File: config.mk
export PLATFORM = sky130hd
export DESIGN_NAME = spp_cell
export DESIGN_NICKNAME = d
export VERILOG_FILES = /design/src/sv/spp_pkg.sv /design/src/sv/spp_cell.sv
export SDC_FILE = /design/constraint.sdc
export NUM_CORES = 1
export LEC_CHECK = 0
export ABC_AREA = 1
export CAP_MARGIN = 10
export CORE_UTILIZATION = 23
export DETAILED_ROUTE_END_ITERATION = 10
export DONT_BUFFER_PORTS = 1
export GPL_TIMING_DRIVEN = 1
export SYNTH_ARGS = -nofsm -noshare
export SYNTH_HDL_FRONTEND = slang
export SYNTH_SLANG_ARGS = --single-unit
File: constraint.sdc
create_clock -name clk -period 3 [get_ports clk]
set_input_delay 0.15 -clock clk [delete_from_list [all_inputs] [get_ports clk]]
set_output_delay 0.15 -clock clk [all_outputs]
set_load 0.02 [all_outputs]
File: src/sv/spp_pkg.sv
// ---------------------------------------------------------------------------
// spp_pkg: shared types and codes for the SP-PIFO scheduler
// Result status and command codes, capacity reset value, sequencer states and the cell control bundle.
// ---------------------------------------------------------------------------
package spp_pkg;

  // result status codes
  localparam logic [1:0] ST_ENQ   = 2'd0;
  localparam logic [1:0] ST_DROP  = 2'd1;
  localparam logic [1:0] ST_DEQ   = 2'd2;
  localparam logic [1:0] ST_EMPTY = 2'd3;

  // input command codes
  localparam logic CMD_ENQ = 1'b0;
  localparam logic CMD_DEQ = 1'b1;

  // reset value of the capacity register
  localparam logic [6:0] CAP_RESET = 7'd60;

  typedef enum logic {
    S_IDLE,
    S_RESP
  } spp_state_t;

  // update strobes broadcast to every cell
  typedef struct packed {
    logic enq;
    logic deq;
    logic push_down;
  } spp_cell_ctl_t;

endpackage

File: src/sv/spp_cell.sv
// ---------------------------------------------------------------------------
// spp_cell: one FIFO of the scheduler
// Holds rank bound, head, tail and fill count; joins the fit chain (from the
// lowest-priority end) and the non-empty chain (from the highest).
// ---------------------------------------------------------------------------
module spp_cell
  import spp_pkg::*;
#(
  parameter int RANK_WIDTH = 16,
  parameter int PW         = 6,
  parameter int CW         = 7,
  parameter int FIFO_DEPTH = 64,
  parameter bit IS_BASE    = 1'b0
) (
  input  logic                  clk,
  input  logic                  rst_n,
  input  spp_cell_ctl_t         ctl,
  input  logic [RANK_WIDTH-1:0] rank,
  input  logic [RANK_WIDTH-1:0] cost,
  input  logic                  fit_in,
  output logic                  fit_out,
  input  logic                  ne_in,
  output logic                  ne_out,
  output logic                  enq_sel,
  output logic                  deq_sel,
  output logic [RANK_WIDTH-1:0] bound,
  output logic [PW-1:0]         head,
  output logic [PW-1:0]         tail,
  output logic [CW-1:0]         count
);

  logic [RANK_WIDTH-1:0] bound_r, bound_nxt;
  logic [PW-1:0]         head_r, head_nxt, tail_r, tail_nxt;
  logic [CW-1:0]         count_r, count_nxt;
  logic                  fits, nonempty;

  // chain links
  always_comb begin
    fits     = rank >= bound_r;
    nonempty = count_r != '0;
    fit_out  = fit_in | fits;
    ne_out   = ne_in | nonempty;
    // the base cell also takes the packet when no bound fits
    enq_sel  = IS_BASE ? !fit_in : (fits & !fit_in);
    deq_sel  = nonempty & !ne_in;
  end

  // next state
  always_comb begin
    bound_nxt = bound_r;
    head_nxt  = head_r;
    tail_nxt  = tail_r;
    count_nxt = count_r;
    if (ctl.enq && enq_sel) begin
      bound_nxt = rank;
      tail_nxt  = (tail_r == PW'(FIFO_DEPTH - 1)) ? '0 : tail_r + 1'b1;
      count_nxt = count_r + 1'b1;
    end else if (ctl.enq && ctl.push_down && !IS_BASE) begin
      bound_nxt = bound_r - cost;
    end
    if (ctl.deq && deq_sel) begin
      head_nxt  = (head_r == PW'(FIFO_DEPTH - 1)) ? '0 : head_r + 1'b1;
      count_nxt = count_r - 1'b1;
    end
  end

  always_ff @(posedge clk) begin
    if (!rst_n) begin
      bound_r <= '0;
      head_r  <= '0;
      tail_r  <= '0;
      count_r <= '0;
    end else begin
      bound_r <= bound_nxt;
      head_r  <= head_nxt;
      tail_r  <= tail_nxt;
      count_r <= count_nxt;
    end
  end

  assign bound = bound_r;
  assign head  = head_r;
  assign tail  = tail_r;
  assign count = count_r;

endmodule

[Word level (Yosys, flattened, before mapping)]
Index checks and enable logic that the tools add are counted.
Word-level totals
  word-level logic and storage cells: 30
  output and inout port bits: 39
  bits in registers: 35
Cells by class
  add/sub/neg operators: 5
  multiplexer cells: 6
  reductions and logical operators: 8
  equal/unequal tests: 2
  order comparisons: 1
  bitwise operators: 4
Operators by type and width (count)
  $mux W16: 2
  $ge A16 B16 Y1: 1
  $sub A16 B16 Y16: 1
  $mux W7: 2
  $add A6 B1 Y6 const B: 2
  $eq A6 B6 Y1 const B: 2
  $mux W6: 2
  $add A7 B1 Y7 const B: 1
  $reduce_bool A7 Y1: 1
  $sub A7 B1 Y7 const B: 1
  $reduce_bool A2 Y1: 2
  $logic_and A1 B1 Y1: 3
  $and A1 B1 Y1: 2
  $logic_not A1 Y1: 2
  $or A1 B1 Y1: 2

[Longest topological paths before layout]
  depth in word-level cells: 5
  gate-level depth with buffers: 17
  depth with buffers taken out: 17

[Worst setup path before layout]
OpenSTA, ideal clock, no wires.
  path type: reg-to-reg
  start point: reg count_r[0] (netlist: count[0])
  end point: reg count_r[6] (netlist: count[6])
  path slack: 636 ps
  arrival time: 2251 ps
  clock period less this slack: 2364 ps
  stages on the path, launching flop included: 16
  cells stage by stage: dfxtp_1 nor3_1 nand4_1 nand3_1 buf_2 inv_1 ha_1 a21oi_1 o21ai_0 nand2_1 nand2_1 a21oi_1 xor2_1 nand2_1 nor2_1 nor2_1
On the way
  cells in the longest elaborated chain, start to end: 4
Ends and longest elaborated chain
  start, declared: RTL line spp_cell.sv:34  | logic [CW-1:0] count_r, count_nxt;
  start signal, assigned: RTL line spp_cell.sv:77  | count_r <= count_nxt;
  branches (longest 4 deep; another with $add A7 B1 Y7)
Parallel ways; which one is timed is not known. The select of a mux whose other input is x is not followed.
A chain may end at the register's enable or synchronous reset.

[Worst setup path after layout]
Same ends and word-level chain as after synthesis.

==> results_dict.tcl <==
set metrics [dict create \
    drive_above_1_share 0.0684 \
    start_util 0.240 \
    period_share 0.795 \
    synth_cells 481 \
    path_common_cell "nand2_1" \
    wire_per_inst_um 13.5 \
    use_met1 0.171 \
    yosys-top-cells-area "dfxtp_1 23%, ha_1 15%, nand2_1 13%" \
    holdPathStages 2 \
    yosysTopAreaCell "dfxtp_1" \
    fin_crit_ps 2390 \
    end_kind "flop" \
    die_x_um 118 \
    drt-initial-drc-count 204 \
    grtUsageTotal 0.136 \
    run_status "finished, final reports clean" \
    crit_arrival_ps 2610 \
    drc_errors 0 \
    peakVddDrop_uv 316 \
    cts-resized-gates 0 \
    cp_cell_sequence "nor3_1 -> nand4_1 -> nand3_1 -> inv_1 -> ha_1 -> a21oi_1 -> o21ai_0 -> nand2_1 -> nand2_1 -> a21oi_1 -> xor2_1 -> nand2_1 -> nand2_1 -> nand2_1 -> nor2_1" \
    powerDensity_mw_per_mm2 540 \
    grt-busiest-layer "met2" \
    synth_edf_count 0 \
    grt_pass1_vias 2998 \
    firstDrtPassIters 4 \
    cp_slowest_cell "dfxtp_1" \
    clock-skew-final_ps 4.49 \
    rsz0062_at_grt "false" \
    place.gp.congestion 0.840 \
    whs_ps 8.37 \
    syn_nets 560 \
    die_height_um 118 \
    finalHoldViolCount 0 \
    antenna_found_initial 0 \
    synth_flop_cell "dfxtp_1" \
    cts_max_level 2 \
    ant_nets 0 \
    postCtsSetupBuffers 0 \
    viasPerCell 4.57 \
    clk_pin_slew_worst_paths_ps 60 \
    crit_required_ps 3220 \
    clock_latency_ps 280 \
    synth_seq_cells 35 \
    n_fill_cell 1440 \
    numClockSinks 35 \
    coreArea_sq_mm 0.0128 \
    setup_viol_count_final 0 \
    layout_commonest_cell "nand2_1" \
    async_flop_share 0 \
    dieArea_sq_mm 0.0138 \
    dp_hpwl_mm 7.33 \
    max_freq_ghz 0.419 \
    port_buffers 0 \
    ioPinCount 78 \
    antenna_cells 0 \
    num_vias 3057 \
    synth_seq_area_share 0.228 \
    numCtsBuffers 5 \
    rows 41 \
    hold_buffers 1 \
    leakagePower_nw 1.72 \
    cp-start-kind "flop" \
    cts_tree "done" \
    areaGrowthSynthToFinish_pct 15.4 \
    cts_buffer_depth 2 \
    rr_worst_depth 15 \
    cts_root_buffer "clkbuf_16" \
    drt-total-wl_mm 9.05 \
    met2_usage 0.225 \
    synth_area_sq_mm 0.00308 \
    tns_ps 0 \
    cp_max_fo 6 \
    relSlewSlack 0.608 \
    hp-class "input port to flop" \
    max_stage_delay_ps 410 \
    grt_pass1_wl_mm 15.0 \
    ys_types 35 \
    avgSynthCellArea_sq_um 6.40 \
    path_class "flop to flop" \
    tightestPinTransition_ps 584 \
    layout_common_cells "109 x nand2_1, 74 x inv_1, 52 x a21oi_1, 38 x ha_1, 37 x nor2_1" \
    synth-warning-count 0 \
    met3_usage 0.0422 \
    slew_violations 0 \
    overflow 0 \
    grt_max_degree 24 \
    synth_top_area_frac 0.228 \
    maxCapViolCount 0 \
    fin_nets 575 \
]
-- layout make-up --
| type | instances | area [sq um] | area share |
|---|---|---|---|
| Multi-Input combinational cell | 358 | 2030 | 0.572 |
| Clock buffer | 6 | 139 | 0.0391 |
| Timing Repair Buffer | 18 | 138 | 0.0387 |
| Sequential cell | 35 | 701 | 0.197 |
| Tap cell | 172 | 215 | 0.0606 |
| Inverter | 78 | 293 | 0.0824 |
| Clock inverter | 2 | 35.0 | 0.00986 |
-- per-stage QoR --
stage / std cells / total power, mW / instance area, sq um / worst slack (ps) / util
final: 669 / 1.92 / 3550 / 614 / 0.277
after global routing: 669 / 2.07 / 3550 / 280 / 0.277
after CTS: 669 / 1.94 / 3550 / 583 / 0.277
after detailed placement: 660 / 1.31 / 3370 / 598 / 0.263
after global placement: 660 / 1.31 / 3370 / 625 / 0.263
after floorplan: 481 / 1.13 / 3080 / 636 / -
-- critical path: cells and delay by family, from the launching register on --
kind / cells / cell delay [ps]
AO/OA/AOI/OAI: 3 / 410
XOR/XNOR: 1 / 150
adder cells (fa/ha/maj): 1 / 350
buffers and inverters: 1 / 130
flip-flops: 1 / 410
AND/OR/NAND/NOR: 9 / 880
-- report_power, final --
group / switching [mW] / internal (mW)
sequential: 0.0714 / 0.515
combinational: 0.454 / 0.263
clock: 0.201 / 0.413
total: 0.727 / 1.19
-- state kept, by name, summed over array words and instances (netlist names) --
| name | flops |
|---|---|
| tail | 6 |
| head | 6 |
| bound | 16 |
| count | 7 |
-- logic make-up (layout without fill, tap and decap cells) --
kind of cell / after synthesis / in the layout / synth area share
fa+ha+maj: 40 / 40 / 0.167
compound gates: 98 / 98 / 0.167
flops: 35 / 35 / 0.228
buf+inv: 88 / 104 / 0.112
simple gates: 212 / 212 / 0.303
xor+xnor: 8 / 8 / 0.0228
-- path summary, 6_finish.rpt --
| path | slack (ps) | endpoint | from |
|---|---|---|---|
| worst min register to register | 600 | head[1]$_SDFFE_PN0P_ | head[1]$_SDFFE_PN0P_ |
| worst max-delay path | 610 | count[6]$_SDFFE_PN0P_ | count[0]$_SDFFE_PN0P_ |
| worst min-delay path | 8 | bound[2]$_SDFFE_PN0P_ | rst_n |
| worst max register to register | 610 | count[6]$_SDFFE_PN0P_ | count[0]$_SDFFE_PN0P_ |
-- per-layer routing --
layer | vias up | part of all wire
met3 | 9 | 0.084
met2 | 93 | 0.45
li1 | 1613 | -
met5 | - | 0
met1 | 1342 | 0.45
met4 | 0 | 0.013
-- cell usage after synthesis (3+ instances only) --
library cell	n
buf_2	5
or2_2	3
ha_1	38
dfxtp_1	35
nor3_1	4
clkbuf_1	3
nor2_1	37
o21a_1	3
inv_1	74
nand2_1	109
xor2_1	6
nand3_1	36
nand3b_1	4
o21ai_0	27
nand4_1	11
a21oi_1	52
o21ai_1	8
Note: power is estimated with default switching activity, not from simulation.
